**src/rtl/wcsd_pkg.sv**
```systemverilog
// package with payload types, codes and walsh chip helper for the cdma spreader
`timescale 1ns / 1ps
`default_nettype none
package wcsd_pkg;

  localparam int CHIPS = 8;
  localparam int ROW_W = 3;
  localparam int CFG_IDX_W = 3;
  localparam int CFG_DATA_W = 3;

  // symbol codes, anything else counts as idle
  localparam logic [1:0] SYM_ZERO = 2'd0;
  localparam logic [1:0] SYM_ONE  = 2'd1;
  localparam logic [1:0] SYM_IDLE = 2'd2;

  // register indexes
  localparam logic [CFG_IDX_W-1:0] REG_ROW_A  = 3'd0;
  localparam logic [CFG_IDX_W-1:0] REG_ROW_B  = 3'd1;
  localparam logic [CFG_IDX_W-1:0] REG_ROW_C  = 3'd2;
  localparam logic [CFG_IDX_W-1:0] REG_ROW_D  = 3'd3;
  localparam logic [CFG_IDX_W-1:0] REG_LISTEN = 3'd4;

  typedef struct packed {
    logic [1:0] sym_a;
    logic [1:0] sym_b;
    logic [1:0] sym_c;
    logic [1:0] sym_d;
  } in_item_t;

  typedef struct packed {
    logic signed [3:0] decision;
    logic              bit_taken;
    logic              letter_done;
    logic [7:0]        letter;
  } out_item_t;

  // chip is -1 when the row and chip index share an odd number of ones
  function automatic logic chip_is_neg(input logic [ROW_W-1:0] row,
                                       input logic [ROW_W-1:0] chip);
    chip_is_neg = ^(row & chip);
  endfunction

endpackage
`default_nettype wire

```
**src/rtl/walsh_cdma_spread_despread.sv**
```systemverilog
// four-station walsh spreader and single-station despreader with letter assembly
// an item accepted at in_ passes the input register, then the result register, to out_
// throughput: one item per cycle while the result is not stalled; the chip sum and
//   correlation tree sit between the regs
// in_stall only rises when both registers are full and the result is stalled
// reset (rst_n low, synchronous): both stages empty, rows 0,1,2,3, listen station a,
//   letter bits and bit position cleared
`timescale 1ns / 1ps
`default_nettype none
module walsh_cdma_spread_despread (
  input  wire logic                               clk,
  input  wire logic                               rst_n,
  input  wire logic                               in_valid,
  output      logic                               in_stall,
  input  wire wcsd_pkg::in_item_t                 in_item,
  output      logic                               out_valid,
  input  wire logic                               out_stall,
  output      wcsd_pkg::out_item_t                out_item,
  input  wire logic                               cfg_we,
  input  wire logic [wcsd_pkg::CFG_IDX_W-1:0]     cfg_index,
  input  wire logic [wcsd_pkg::CFG_DATA_W-1:0]    cfg_data
);
  import wcsd_pkg::*;

  // configuration
  logic [ROW_W-1:0] row_r [4];
  logic [1:0]       listen_r;

  // input stage
  logic       s1_valid_r;
  in_item_t   s1_item_r;

  // result stage
  logic       out_valid_r;
  out_item_t  out_item_r;

  // letter state
  logic [7:0] letter_bits_r, letter_bits_nxt;
  logic [3:0] bit_pos_r, bit_pos_nxt;

  logic       advance;
  logic       s1_load;
  out_item_t  result;

  // result register drains or is empty, so the input stage may move on
  assign advance   = !out_valid_r || !out_stall;
  assign in_stall  = s1_valid_r && !advance;
  assign s1_load   = !in_stall;
  assign out_valid = out_valid_r;
  assign out_item  = out_item_r;

  // config writes, beyond the list they fall through
  always_ff @(posedge clk) begin
    if (!rst_n) begin
      for (int i = 0; i < 4; i++) begin
        row_r[i] <= ROW_W'(i);
      end
      listen_r <= 2'd0;
    end else if (cfg_we) begin
      unique case (cfg_index)
        REG_ROW_A:  row_r[0] <= cfg_data;
        REG_ROW_B:  row_r[1] <= cfg_data;
        REG_ROW_C:  row_r[2] <= cfg_data;
        REG_ROW_D:  row_r[3] <= cfg_data;
        REG_LISTEN: listen_r <= cfg_data[1:0];
        default: ;
      endcase
    end
  end

  // spread, sum the channel, correlate with the listened row and decide
  always_comb begin
    logic [1:0]        sym [4];
    logic [ROW_W-1:0]  listen_row;
    logic signed [3:0] chip_sum;
    logic signed [6:0] corr;
    logic signed [6:0] corr_adj;
    logic signed [6:0] quot;
    logic              neg;
    logic [7:0]        mask;

    sym[0]     = s1_item_r.sym_a;
    sym[1]     = s1_item_r.sym_b;
    sym[2]     = s1_item_r.sym_c;
    sym[3]     = s1_item_r.sym_d;
    listen_row = row_r[listen_r];
    corr       = '0;

    for (int c = 0; c < CHIPS; c++) begin
      chip_sum = '0;
      for (int s = 0; s < 4; s++) begin
        neg = chip_is_neg(row_r[s], ROW_W'(c));
        if (sym[s] == SYM_ONE) begin
          chip_sum = neg ? chip_sum - 4'sd1 : chip_sum + 4'sd1;
        end else if (sym[s] == SYM_ZERO) begin
          chip_sum = neg ? chip_sum + 4'sd1 : chip_sum - 4'sd1;
        end
      end
      if (chip_is_neg(listen_row, ROW_W'(c))) begin
        corr = corr - 7'(chip_sum);
      end else begin
        corr = corr + 7'(chip_sum);
      end
    end

    // divide by the chip count, rounding toward zero
    corr_adj = corr[6] ? corr + 7'sd7 : corr;
    quot     = corr_adj >>> 3;

    result.decision    = quot[3:0];
    result.bit_taken   = 1'b0;
    result.letter_done = 1'b0;
    result.letter      = 8'd0;
    letter_bits_nxt    = letter_bits_r;
    bit_pos_nxt        = bit_pos_r;
    mask               = 8'h80 >> bit_pos_r[2:0];

    if (quot == 7'sd1 || quot == -7'sd1) begin
      // extra bits past the eighth are dropped
      if (bit_pos_r < 4'd8) begin
        letter_bits_nxt  = (quot == 7'sd1) ? (letter_bits_r | mask)
                                           : (letter_bits_r & ~mask);
        bit_pos_nxt      = bit_pos_r + 4'd1;
        result.bit_taken = 1'b1;
      end
    end else begin
      result.letter_done = 1'b1;
      result.letter      = letter_bits_r;
      bit_pos_nxt        = 4'd0;
    end
  end

  // pipeline control
  always_ff @(posedge clk) begin
    if (!rst_n) begin
      s1_valid_r    <= 1'b0;
      out_valid_r   <= 1'b0;
      letter_bits_r <= 8'd0;
      bit_pos_r     <= 4'd0;
    end else begin
      if (s1_load) begin
        s1_valid_r <= in_valid;
      end
      if (advance) begin
        out_valid_r <= s1_valid_r;
      end
      if (advance && s1_valid_r) begin
        letter_bits_r <= letter_bits_nxt;
        bit_pos_r     <= bit_pos_nxt;
      end
    end
  end

  // payload registers
  always_ff @(posedge clk) begin
    if (s1_load && in_valid) begin
      s1_item_r <= in_item;
    end
    if (advance && s1_valid_r) begin
      out_item_r <= result;
    end
  end

endmodule
`default_nettype wire

```
**config.mk**
```make
export PLATFORM = sky130hd
export DESIGN_NAME = walsh_cdma_spread_despread
export DESIGN_NICKNAME = d
export VERILOG_FILES = /design/src/rtl/wcsd_pkg.sv /design/src/rtl/walsh_cdma_spread_despread.sv
export SDC_FILE = /design/constraint.sdc
export NUM_CORES = 1
export LEC_CHECK = 0
export BUFFER_PORTS_ARGS = -buffer_cell sky130_fd_sc_hd__buf_2
export CAP_MARGIN = 20
export CORE_UTILIZATION = 45
export DETAILED_ROUTE_END_ITERATION = 8
export GPL_TIMING_DRIVEN = 0
export PLACE_DENSITY = 0.66
export SLEW_MARGIN = 20
export SYNTH_ARGS = -nofsm -noshare
export SYNTH_HDL_FRONTEND = slang
export SYNTH_SLANG_ARGS = --single-unit
```
**constraint.sdc**
```tcl
create_clock -name clk -period 9.98 [get_ports clk]
set_clock_uncertainty 0.15 [all_clocks]
set_input_delay 0.499 -clock clk [delete_from_list [all_inputs] [get_ports clk]]
set_output_delay 0.499 -clock clk [all_outputs]
set_load 0.01 [all_outputs]
```
==> reports/results.txt, run 1 <==
Post-place instance area: 8610 um^2
Worst Hold End: s1_item_r[5]$_DFFE_PP_
Post-Syn Nets: 1088
Reg2reg end: bit_pos_r[2]$_SDFFE_PN0P_
CTS tree: built
Required time worst endpoint: 10.02 ns
Failing checks: setup timing
Tightest Pin Transition: 0.756 ns
Cells on worst reg2reg path: 51
Die Height: 136 um
Core Footprint: 17500 um^2
Netlist Area Pre-Place: 8110 um^2
Seq/Total Area, Yosys: 17.0%
# clock sinks: 52
Gpl congestion: 0.955
Initial Utilization: 46.4%
Area Overhead vs Synth: 19.4%
Global-route wire length before repair: 33800 um
Syn avg cell area: 8.54 um^2
Drt total wl: 21100 um
Drt pass-1 iters: 5
Hold path cells: 1
Standard-cell rows: 48
Final Cycle Share: 100%
Die area: 18600 um^2
# setup viols final: 4
Prevailing post-synth register cell: edfxtp_1
Max-slew headroom: 49.5%
Startpoint class of the critical path: flop
CP Max Fanout: 6
Crit path time final: 10.01 ns
Reg-to-Reg Start: s1_item_r[7]$_DFFE_PP_
CTS Buffer Depth: 2
Status: complete, but fails checks
Final WS setup: -0.0296 ns
Antenna viol nets, final: 0
Max Freq: 0.0999 GHz
Most used cell, CP: ha_1
Die W: 136 um
Post-synth EDFFs: 34
Clk pin slew, worst setup/hold paths: 0.07 ns
Unrepaired setup endpoints after global routing: true
H-tree depth: 2
Ys async rst share: 0%
Io pins: 35
Fillers: 1577
Vias in the first global route: 6835
Post-Syn Instances: 950
CTS buffer count: 5
Critical path's slowest cell: edfxtp_1
Nets: 1173
Per-cell routed wire length: 16.7 um
Largest net degree at the start of global routing: 20
Hpwl dp: 16100 um
Port bufs: 33
Max Cap Viol: 0
Via-per-instance ratio: 5.62
Yosys warning count: 0
Crit end category: flop
GRT overflow: 0
R2R setup slack: -0.03 ns
GR Util All Layers: 23.2%
CP max stage delay: 0.42 ns
Yosys reg bits: 52
HP Class: in2reg
Via count: 7088
Root Buffer: clkbuf_16
Slew Limit Fails: 0
# DRC: 0
Post-route design area: 9690 um^2
CP Class: reg2reg
Final hold viol count: 0
Iteration-0 DRC Markers: 504
Min-delay src: in_item[5]
Share of cells above drive strength 1: 19.7%
N_diodes: 0
Initial antenna violation count: 0
Critical Path AT: 10.05 ns
Netlist cell types: 79
Worst skew pair latency: 0.30 ns
==> Yosys cell counts, types with 8 or more instances <==
master | count | area, um^2
mux2i_1 | 57 | 571
mux2_2 | 9 | 101
nor2b_1 | 8 | 50.1
nand3_1 | 18 | 90.1
nor3_1 | 21 | 105
a21o_1 | 27 | 203
nand2b_1 | 11 | 68.8
a211oi_1 | 11 | 82.6
xnor2_1 | 72 | 631
a21oi_1 | 55 | 275
nand2_1 | 55 | 206
dfxtp_1 | 18 | 360
xor2_1 | 48 | 420
clkbuf_1 | 30 | 113
ha_1 | 112 | 1400
o21ai_0 | 33 | 165
inv_1 | 91 | 342
edfxtp_1 | 34 | 1020
nor4_1 | 8 | 50.1
a31oi_1 | 14 | 87.6
nor2_1 | 73 | 274
==> worst max-delay path: cells and delay by family (launching register included) <==
kind                     cells  cell delay (ns)
adder cells (fa/ha/maj)     11             3.17
buffers and inverters       11             1.36
AND/OR/NAND/NOR              4             0.40
flip-flops                   1             0.42
XOR/XNOR                    12             2.18
multiplexers                 2             0.42
AO/OA/AOI/OAI               11             1.79
==> cell type report <==
cell class,count,area (um^2),share of cell area (%)
multi-input combinational,764,6670,68.8
sequential,52,1380,14.3
timing repair buffer,80,597,6.16
inverter,94,363,3.74
tap,225,282,2.90
buffer,38,233,2.40
clock buffer,5,125,1.29
clock inverter,3,42.5,0.439
==> cell families (layout without fill, tap and decap cells) <==
kind of cell / Yosys count / after routing / share of synthesized area, %
buf+inv: 134 / 220 / 6.35
compound gates: 201 / 201 / 16.5
simple gates: 235 / 235 / 14.0
flops: 52 / 52 / 17.0
xor+xnor: 135 / 135 / 17.1
fa+ha+maj: 119 / 119 / 19.0
mux: 74 / 74 / 10.1
==> metal layers <==
metal / up-vias / global-route usage (%) / part of all wire (%)
li1: 3511 / - / -
met1: 3371 / 30.9 / 46
met2: 177 / 39.9 / 49
met3: 29 / 1.57 / 3.8
met4: 0 / 7.04 / 1.9
met5: - / 0 / 0
==> worst max-delay path by stage <==
stage / from / to / depth (start not counted)
after detailed placement: s1_item_r[5]$_DFFE_PP_ / flop / 39
after global routing: s1_item_r[7]$_DFFE_PP_ / bit_pos_r[2]$_SDFFE_PN0P_ / 40
final: s1_item_r[7]$_DFFE_PP_ / bit_pos_r[2]$_SDFFE_PN0P_ / 51
after global placement: s1_item_r[5]$_DFFE_PP_ / flop / 39
after floorplan: s1_item_r[7]$_DFFE_PP_ / bit_pos_r[2]$_SDFFE_PN0P_ / 45
after CTS: s1_item_r[7]$_DFFE_PP_ / bit_pos_r[2]$_SDFFE_PN0P_ / 43
==> timing repair <==
item                                    in CTS  in global routing
endpoints found under the setup margin      26                 26
resized for setup                           46                 58
pin swaps                                   31                 64
gates cloned                                 1                  0
setup buffers                               24                 22
hold buffers                                 0                  0
==> through the flow <==
| step | worst slack (ns) | cells | hold WS, ns | setup TNS [ns] | utilization [%] |
|---|---|---|---|---|---|
| floorplan | 0.00137 | 950 | 0.285 | 0 | - |
| global placement | -1.35 | 1208 | 0.297 | -31.54 | 49.3 |
| detailed placement | -1.44 | 1208 | 0.310 | -32.97 | 49.3 |
| CTS | 0.0101 | 1239 | 0.219 | 0 | 52.6 |
| global route | -0.439 | 1261 | 0.219 | -9.47 | 55.5 |
| finish | -0.0296 | 1261 | 0.226 | -0.0356 | 55.5 |
==> layout by cell type, fill, tap and decap left out, drive strengths merged, types with 7 or more instances in the layout <==
master and count:
nand2b 11, nor3 21, dfxtp 18, nor2b 8, o211a 7, a211oi 12
fa 7, nor4 8, xor2 50, xnor2 74, mux2i 62, clkbuf 32
edfxtp 34, a21o 27, buf 91, a31oi 14, inv 90, mux2 9
o21ai 35, nand2 55, ha 112, nor2 73, and2 8, nand3 19
a21oi 55
Power of run 1 is left out: the tool's default activity adds up to more than one toggle a clock period on the data nets, which glitch-free logic cannot reach.
==> inputs of run 2 (changes only) <==
Settings changed: BUFFER_PORTS_ARGS -buffer_cell sky130_fd_sc_hd__buf_2 to -buffer_cell sky130_fd_sc_hd__buf_4, CORE_MARGIN set to 1.5, PLACE_DENSITY 0.66 to 0.63.
Clock period 9.98 ns to 9.3 ns, I/O delays scaled along.
==> run 2 against run 1 <==
The flow still finishes with violations (setup timing). Worst setup slack worse by 0.71 ns. Die area up 1.5%. Critical path depth shrank 3. Worst hold slack worse by 0.032 ns. Non-clock buffer count is 2 higher. Cell area increased by 2.0%. Sequential share of layout area is 0.28 points lower. Critical path type unchanged. Critical endpoint is now bit_pos_r[3]$_SDFFE_PN0P_.
==> reports/results.txt, run 2 (same netlist as run 1, synthesis figures left out) <==
Share of cells above drive strength 1: 21.7%
CTS tree: built
Final hold viol count: 0
Max-slew headroom: 45.2%
Drt total wl: 21400 um
Die area: 18800 um^2
Antenna viol nets, final: 0
Fillers: 1587
CP max stage delay: 0.40 ns
Port bufs: 33
GR Util All Layers: 23.5%
Tightest Pin Transition: 0.816 ns
H-tree depth: 2
Most common cell after layout, fill and taps aside: ha_1
Initial Utilization: 46.4%
Drt pass-1 iters: 5
HP Class: in2reg
Clk pin slew, worst setup/hold paths: 0.07 ns
Largest net degree at the start of global routing: 18
Multi-input combinational cell area: 6760 um^2
Slew Limit Fails: 0
Fin Hold WS: 0.194 ns
Per-cell routed wire length: 16.9 um
Die W: 137 um
Most frequent cells in the layout: ha_1 (103), inv_1 (81), buf_4 (74)
Failing checks: setup timing
Crit path time final: 10.04 ns
Startpoint class of the critical path: flop
Via count: 7068
Die Height: 137 um
Nets: 1175
Core Footprint: 17500 um^2
Seq. cell area: 1380 um^2
Crit end category: flop
CTS Buffer Depth: 2
Standard-cell rows: 48
# clock sinks: 52
CP Depth: 48
# DRC: 0
Critical Path AT: 10.08 ns
Root Buffer: clkbuf_16
Max Freq: 0.0996 GHz
Unrepaired setup endpoints after global routing: true
Final Cycle Share: 108%
Iteration-0 DRC Markers: 434
Final WS setup: -0.740 ns
# setup viols final: 26
Reg-to-Reg Start: s1_item_r[7]$_DFFE_PP_
Io pins: 35
R2R setup slack: -0.74 ns
Area Overhead vs Synth: 21.9%
GRT overflow: 0
CP Class: reg2reg
Worst skew pair latency: 0.29 ns
CP endpoint: bit_pos_r[3]$_SDFFE_PN0P_
Status: complete, but fails checks
CP startpoint: s1_item_r[7]$_DFFE_PP_
Initial antenna violation count: 0
Hpwl dp: 16300 um
Reg2reg end: bit_pos_r[3]$_SDFFE_PN0P_
N_diodes: 0
Required time worst endpoint: 9.34 ns
Gpl congestion: 0.918
Vias in the first global route: 6891
Global-route wire length before repair: 34800 um
Cells on worst reg2reg path: 48
CP top delay family: adder cells
Via-per-instance ratio: 5.60
Max Cap Viol: 0
CTS buffer count: 5
Bufs and invs on worst path: 10
Critical path's slowest cell: xor3_2
CP Max Fanout: 6
==> run 2: cell count changes in the layout (fill, tap and decap cells not counted), moves of 3 or more <==
| cell | previous run | this run |
|---|---|---|
| nor2_1 | 69 | 61 |
| xor2_1 | 43 | 46 |
| xor2_2 | 7 | 4 |
| buf_2 | 38 | 4 |
| buf_12 | 6 | 2 |
| nor2_4 | 0 | 10 |
| a21oi_2 | 11 | 15 |
| a21oi_1 | 43 | 38 |
| mux2i_1 | 54 | 51 |
| buf_4 | 37 | 74 |
| a31oi_4 | 3 | 0 |
| clkbuf_4 | 1 | 4 |
==> run 2: how the worst min path moves through the flow <==
stage / startpoint / endpoint / depth (start not counted)
after floorplan: flop / flop / 2
after global placement: flop / flop / 2
after detailed placement: flop / flop / 2
after CTS: in_item[3] / s1_item_r[3]$_DFFE_PP_ / 1
after global routing: in_item[4] / s1_item_r[4]$_DFFE_PP_ / 1
final: in_item[3] / s1_item_r[3]$_DFFE_PP_ / 1
==> run 2: worst reg2reg max path, delay by kind of cell (launching register included) <==
kind | cells | cell delay, ns
simple gates | 4 | 0.44
fa+ha+maj | 10 | 3.16
mux | 2 | 0.55
flops | 1 | 0.39
compound gates | 12 | 2.06
xor+xnor | 10 | 1.91
buf+inv | 10 | 1.26
==> run 2: area by class of cell <==
type / instances / share of cell area [%]
flip-flops and latches: 52 / 14.0
repair buffers: 80 / 6.63
inverters: 94 / 3.67
clock buffers: 5 / 1.27
clock inverters: 3 / 0.430
well taps: 225 / 2.85
multi-input cells: 764 / 68.3
plain buffers: 40 / 2.83
==> run 2: metrics by stage <==
stage | TNS [ns] | setup WS, ns | std cells | utilization [%] | cell area (um^2)
2_1_floorplan | -9.57 | -0.465 | 950 | - | 8250
4_1_cts | -15.85 | -0.705 | 1255 | 55.0 | 9620
3_3_place_gp | -44.90 | -1.90 | 1208 | 50.2 | 8780
3_5_place_dp | -46.07 | -1.94 | 1208 | 50.2 | 8780
6_report | -16.74 | -0.740 | 1263 | 56.6 | 9890
5_1_grt | -24.82 | -1.05 | 1263 | 56.6 | 9890
==> run 2: repair_timing <==
item | 4_1_cts | 5_1_grt
endpoints found under the hold margin | 0 | 0
resized for setup | 78 | 47
pin swaps | 65 | 40
setup endpoints to repair | 26 | 26
gates cloned | 1 | 0
hold buffers | 0 | 0
setup buffers | 38 | 8
==> run 2: layer usage <==
metal  vias up  routed length (um)  global-route usage [%]
met5         -                   0                       0
met4         0                 456                    7.08
met3        30                 974                    2.10
met2       182               10100                    39.6
met1      3349                9820                    31.8
li1       3507                   -                       -
Power of run 2 is left out for the same reason.
